**src/sv/iso_pkg.sv**
```systemverilog
// Package with the shared constants and types of the insertion sorter.
package iso_pkg;

    localparam int CAPACITY  = 32;
    localparam int KEY_WIDTH = 16;
    localparam int TDATA_W   = ((KEY_WIDTH + 7) / 8) * 8;

    typedef logic signed [KEY_WIDTH-1:0] key_t;

    typedef struct packed {
        logic insert;
        logic drain;
    } cell_ctrl_t;

endpackage

```
**src/sv/insertion_sorter.sv**
```systemverilog
// Top level of the insertion sorter: the cell chain and its load and drain control.
//
// Keys enter one item per cycle while a set is being loaded; each new key is
// compared against every cell of the chain at once and the cells above its
// place shift up by one, so the store stays in ascending order. The item with
// s_tlast closes the set. From the next cycle the chain drains toward cell 0,
// which drives the result channel directly: one key per cycle while m_tready
// is high, and s_tready is low for the whole drain. Up to 32 keys are held;
// further keys of a set are dropped and every result of that set then
// carries the overflow flag in m_tuser.
module insertion_sorter (
    input  logic                        aclk,
    input  logic                        aresetn,
    input  logic                        s_tvalid,
    output logic                        s_tready,
    input  logic [iso_pkg::TDATA_W-1:0] s_tdata,   // [15:0] in_key
    input  logic                        s_tlast,   // in_last
    output logic                        m_tvalid,
    input  logic                        m_tready,
    output logic [iso_pkg::TDATA_W-1:0] m_tdata,   // [15:0] out_key
    output logic                        m_tlast,   // out_last
    output logic                        m_tuser    // overflow
);
    import iso_pkg::*;

    key_t                new_key;
    key_t                cell_key   [CAPACITY];
    logic [CAPACITY-1:0] cell_valid;
    logic [CAPACITY-1:0] cell_gt;
    cell_ctrl_t          ctrl;
    logic                s_accept;
    logic                m_accept;
    logic                full;
    logic                draining_reg;
    logic                draining_next;
    logic                overflow_reg;
    logic                overflow_next;

    assign new_key  = key_t'(s_tdata[KEY_WIDTH-1:0]);
    assign full     = cell_valid[CAPACITY-1];
    assign s_tready = !draining_reg;
    assign s_accept = s_tvalid && s_tready;
    assign m_tvalid = draining_reg && cell_valid[0];
    assign m_accept = m_tvalid && m_tready;

    assign ctrl.insert = s_accept && !full;
    assign ctrl.drain  = m_accept;

    genvar i;
    generate
        for (i = 0; i < CAPACITY; i++) begin : g_cell
            key_t left_key;
            logic left_valid;
            logic left_gt;
            key_t right_key;
            logic right_valid;

            if (i == 0) begin : g_first
                assign left_key   = '0;
                assign left_valid = 1'b1;
                assign left_gt    = 1'b0;
            end else begin : g_inner_left
                assign left_key   = cell_key[i-1];
                assign left_valid = cell_valid[i-1];
                assign left_gt    = cell_gt[i-1];
            end

            if (i == CAPACITY - 1) begin : g_final
                assign right_key   = '0;
                assign right_valid = 1'b0;
            end else begin : g_inner_right
                assign right_key   = cell_key[i+1];
                assign right_valid = cell_valid[i+1];
            end

            iso_cell u_cell (
                .aclk        (aclk),
                .aresetn     (aresetn),
                .ctrl        (ctrl),
                .new_key     (new_key),
                .left_key    (left_key),
                .left_valid  (left_valid),
                .left_gt     (left_gt),
                .right_key   (right_key),
                .right_valid (right_valid),
                .key         (cell_key[i]),
                .valid       (cell_valid[i]),
                .gt          (cell_gt[i])
            );
        end
    endgenerate

    always_comb begin
        draining_next = draining_reg;
        overflow_next = overflow_reg;
        if (s_accept && full) begin
            overflow_next = 1'b1;
        end
        if (s_accept && s_tlast) begin
            draining_next = 1'b1;
        end
        if (m_accept && m_tlast) begin
            draining_next = 1'b0;
            overflow_next = 1'b0;
        end
    end

    always_ff @(posedge aclk) begin
        if (!aresetn) begin
            draining_reg <= 1'b0;
            overflow_reg <= 1'b0;
        end else begin
            draining_reg <= draining_next;
            overflow_reg <= overflow_next;
        end
    end

    assign m_tdata = TDATA_W'($unsigned(cell_key[0]));
    assign m_tlast = (CAPACITY == 1) ? 1'b1 : !cell_valid[CAPACITY > 1 ? 1 : 0];
    assign m_tuser = overflow_reg;

    // The valid cells always form one unbroken run starting at cell 0.
    assert property (@(posedge aclk) disable iff (!aresetn)
        (cell_valid & (cell_valid + {{(CAPACITY-1){1'b0}}, 1'b1})) == '0)
        else $error("Valid cells are not contiguous from cell 0.");

    // Closing a set always starts the drain.
    assert property (@(posedge aclk) disable iff (!aresetn)
        (s_accept && s_tlast) |=> draining_reg)
        else $error("Drain did not start after the closing item.");

    // Taking the final result ends the drain with an empty chain.
    assert property (@(posedge aclk) disable iff (!aresetn)
        (m_accept && m_tlast) |=> (!draining_reg && cell_valid == '0))
        else $error("Chain not empty after the final result.");

    // Overflow is only recorded while the chain is full during loading.
    assert property (@(posedge aclk) disable iff (!aresetn)
        (overflow_reg && !draining_reg) |-> full)
        else $error("Overflow flag set while the chain is not full.");

endmodule

```
**src/sv/iso_cell.sv**
```systemverilog
// One cell of the sorting chain: holds a key and its valid bit.
module iso_cell (
    input  logic              aclk,
    input  logic              aresetn,
    input  iso_pkg::cell_ctrl_t ctrl,
    input  iso_pkg::key_t     new_key,
    input  iso_pkg::key_t     left_key,
    input  logic              left_valid,
    input  logic              left_gt,
    input  iso_pkg::key_t     right_key,
    input  logic              right_valid,
    output iso_pkg::key_t     key,
    output logic              valid,
    output logic              gt
);
    import iso_pkg::*;

    key_t key_reg;
    key_t key_next;
    logic valid_reg;
    logic valid_next;
    logic take;

    // The cell takes a key when the new key sorts before its own, or when it is
    // the first empty cell. It then receives either its left neighbor's key or
    // the new key.
    assign gt   = valid_reg && (new_key < key_reg);
    assign take = gt || (!valid_reg && left_valid);

    always_comb begin
        key_next   = key_reg;
        valid_next = valid_reg;
        if (ctrl.drain) begin
            key_next   = right_key;
            valid_next = right_valid;
        end else if (ctrl.insert && take) begin
            key_next   = left_gt ? left_key : new_key;
            valid_next = 1'b1;
        end
    end

    always_ff @(posedge aclk) begin
        key_reg <= key_next;
        if (!aresetn) begin
            valid_reg <= 1'b0;
        end else begin
            valid_reg <= valid_next;
        end
    end

    assign key   = key_reg;
    assign valid = valid_reg;

endmodule

```
**config.mk**
```make
export PLATFORM = sky130hd
export DESIGN_NAME = insertion_sorter
export DESIGN_NICKNAME = d
export VERILOG_FILES = /design/src/sv/iso_pkg.sv /design/src/sv/insertion_sorter.sv /design/src/sv/iso_cell.sv
export SDC_FILE = /design/constraint.sdc
export NUM_CORES = 2
export LEC_CHECK = 0
export BUFFER_PORTS_ARGS = -buffer_cell sky130_fd_sc_hd__buf_2
export CORE_MARGIN = 3
export CORE_UTILIZATION = 45
export CTS_CLUSTER_DIAMETER = 150
export DETAILED_ROUTE_END_ITERATION = 16
export GPL_TIMING_DRIVEN = 0
export REMOVE_ABC_BUFFERS = 1
export SLEW_MARGIN = 40
export SYNTH_ARGS = -nofsm -noshare
export SYNTH_HDL_FRONTEND = slang
export SYNTH_HIERARCHICAL = 1
export SYNTH_SLANG_ARGS = --single-unit
```
**constraint.sdc**
```tcl
create_clock -name aclk -period 13.6 [get_ports aclk]
set_input_delay 2.72 -clock aclk [delete_from_list [all_inputs] [get_ports aclk]]
set_output_delay 2.72 -clock aclk [all_outputs]
set_load 0.03 [all_outputs]
```
---- After elaboration in Yosys (flattened, before gate mapping) ----
Cells that the tools add are included.
storage, ports and cells
  register bits ........................... 546
  bits of input ports ..................... 21
  output and inout port bits .............. 20
  logic and storage cells ................. 454
cells by class
  magnitude comparators ................... 32
  mux-type cells .......................... 155
  bitwise operators ....................... 1
  reduce and logical (&&, ||, !) cells .... 200
operators with widths
  kind               count
  $mux 16            93
  $lt 16x16->1       32
  $logic_and 1x1->1  102
  $mux 1             62
  $reduce_bool 2->1  31
  $logic_not 1->1    33
  $logic_or 1x1->1   32
  $reduce_or 2->1    2
  $not 1->1          1

---- Depth between registers and ports, before layout ----
  depth after elaboration ................. 6
  gate-level depth with buffers ........... 11
  mapped depth without buffers ............ 9

---- By module ----
The synthesis kept the hierarchy.
by module, submodules not included
  module                            instances  cells an instance  area an instance (µm²)  sequential area each (µm²)
  iso_cell at g_cell[0].u_cell ...  26         140                1,326.3                 500.5
  iso_cell at g_cell[4].u_cell ...  6          138                1,300.0                 500.5
  insertion_sorter                  1          16                 125.1                   40.0

---- Worst setup path before layout ----
Ideal clock, no wire load.
  path kind ............................... input port to flip-flop
  from .................................... input port s_tvalid
  to ...................................... register g_cell[0].u_cell.key_reg[0] (enable)
  library setup time ...................... 397 ps
  data arrival time ....................... 10,607 ps
  data required time ...................... 13,203 ps
  path slack .............................. 2,597 ps
  stages on the path ...................... 3
  path buffers ............................ 0
  cells stage by stage .................... nor3b_1 a311oi_1 mux2i_1
on the way
  cells in the longest elaborated chain, start to end .. 4
ends and longest elaborated chain
  what                         line                    RTL
  start, declared              insertion_sorter.sv:14  input logic s_tvalid,
  $logic_and 1x1->1            insertion_sorter.sv:42  assign s_accept = s_tvalid && s_tready;
  $logic_and 1x1->1            insertion_sorter.sv:46  assign ctrl.insert = s_accept && !full;
  $logic_and 1x1->1            iso_cell.sv:36          end else if (ctrl.insert && take) begin
  $reduce_bool 2->1 (no line)  n/a
  end signal, assigned         iso_cell.sv:43          key_reg <= key_next;
  end, declared                iso_cell.sv:18          key_t key_reg;
No other way between the ends.
A chain may end at the register's enable or synchronous reset.

==> summary.md <==
| Metric | Value |
|---|---|
| Outcome | finished clean |
| Synth Cell Area | 0.0424 mm2 |
| Leakage power | 18.4 nW |
| Wire length on met2 | 45.8 mm |
| Final Max Slew Viols | 0 |
| Die height | 313 um |
| Critical path's slowest cell | and3_4 |
| Syn_area_per_cell | 9.46 um2 |
| Syn Inst Count | 4482 |
| Max Freq | 165 MHz |
| Met1 WL | 48.3 mm |
| Final Cycle Share | 0.445 |
| Highest routing layer actually used | met4 |
| Max transition margin | 0.432 |
| Grt total ovfl | 0 |
| Max VDD drop | 89.5 uV |
| CP Cell Sequence | buf_2, and3_4, buf_12, buf_12, buf_16, buf_12, buf_12, buf_12, buf_12, buf_12, buf_12, a311oi_1, mux2i_4, buf_8 |
| Die Area | 0.0979 mm2 |
| Synth Warn # | 6 |
| Post-cts gate resize count | 0 |
| Drt initial violations | 1957 |
| Average wire per standard cell | 17.1 um |
| CTS root buffer | clkbuf_16 |
| Hold WC Path Type | flop to flop |
| Crit Path Max Fanout | 63 |
| Number of diodes | 0 |
| Layout Skew | 0.0212 ns |
| Layout Nets | 5037 |
| CTS tree | done |
| Dpl ws | 6.89 ns |
| GP Congestion | 0.771 |
| Starting density of the core | 0.458 |
| DP Wirelength | 75.6 mm |
| Least-Margin Pin Slew | 0.851 ns |
| Setup TNS Final | 0 ns |
| CP Data Required Time | 13.91 ns |
| CP most frequent cell | buf_12 |
| H-tree levels | 3 |
| Clock latency at the later pin of the worst-skew pair | 0.62 ns |
| I/O Buffers | 40 |
| Worst path arrival time | 6.36 ns |
| CP peak stage delay | 0.50 ns |
| Vias post-DR | 31200 |
| Commonest non-fill, non-tap cell in the layout | nand2_1 |
| FP Rows | 111 |
| CP bufs+invs | 11 |
| Final WL | 100 mm |
| Initial DRT Pass Iterations | 7 |
| Startpoint Class | input port |
| Placeable Area | 0.0925 mm2 |
| WS Path Type | input port to flop |
| Area Overhead vs Synth | 13.4% |
| Vias/cell | 5.34 |
| Max clock buf depth | 3 |
| Horiz. Die Dim | 313 um |
| Setup-failing EPs final | 0 |
| Initial antenna violation count | 0 |
| Most frequent cells in the layout | nand2_1 (665), inv_1 (580), mux2i_1 (512), edfxtp_1 (512), ha_1 (480) |
| Setup bufs post-CTS | 0 |
| First-pass GRT wire length | 163 mm |
| Sink Count | 546 |
| Power per standard cell area | 93.6 mW/mm2 |
| Final core utilization | 0.520 |
| Remaining antenna violation count after routing | 0 |
| Cts hold-fix bufs | 0 |
| WL met3 | 3.02 mm |
| RSZ-0062 raised after global routing | false |
| Critical path capture point type | flop |
| Fin crit period | 6.05 ns |
| Max reg flops | 512 |
| Vias in the first global route | 30700 |
| Final WS setup | 7.55 ns |
| GR Util All Layers | 0.201 |
| CP top delay family | buffers and inverters |
| Fraction of layout cells with a size suffix above 1 | 0.0952 |
| Drc violations | 0 |
| Clock Pin Slew Worst Setup and Hold Paths | 0.06 ns |
| Max cap viols | 0 |
| Largest net degree at the start of global routing | 65 |
| Top Ports | 41 |
| Final hold vios | 0 |
| TritonCTS buffer count | 67 |
-- cell type report --
cell class / instances / area [um2]
inverter: 580 / 2180
multi-input combinational: 3198 / 24300
clock buffer: 101 / 1980
fill: 8611 / 44400
timing repair buffer: 143 / 1710
sequential: 546 / 16100
tap: 1243 / 1560
clock inverter: 23 / 299
-- routing by layer --
| layer | vias to the layer above | global-route usage |
|---|---|---|
| met1 | 14600 | 0.279 |
| met3 | 139 | 0.0195 |
| met2 | 482 | 0.333 |
| li1 | 16000 | - |
| met4 | 0 | 0.0610 |
| met5 | - | 0 |
-- report_power, final --
part / switching, mW / total (mW) / internal, mW
Clock: 0.737 / 1.86 / 1.12
Sequential: 0.0588 / 1.98 / 1.92
Combinational: 0.390 / 0.656 / 0.266
Total: 1.19 / 4.50 / 3.31
-- stage by stage --
stage	instance area, um2	total power [mW]	std cells	hold WS [ns]
2_1_floorplan	41700	2.46	4324	0.525
3_3_place_gp	43500	2.64	5607	0.455
3_5_place_dp	45800	2.68	5710	0.457
4_1_cts	48100	4.55	5834	0.468
5_1_grt	48100	4.70	5834	0.511
6_report	48100	4.50	5834	0.465
-- worst min-delay path, stage by stage (launching register included) --
cell and delay, ns:
dfxtp_1 0.31, inv_1 0.06, a211oi_2 0.05
-- final timing paths --
check,slack [ns],start,endpoint,cells after the start
worst min-delay path,0.47,m_tuser,m_tuser,2
worst max register to register,9.11,g_cell[0].u_cell/valid,g_cell[17].u_cell/key[2],13
worst min register to register,0.47,m_tuser,m_tuser,2
worst max-delay path,7.55,m_tready,g_cell[17].u_cell/key[2],14
Power figures use the tool's default switching activity.
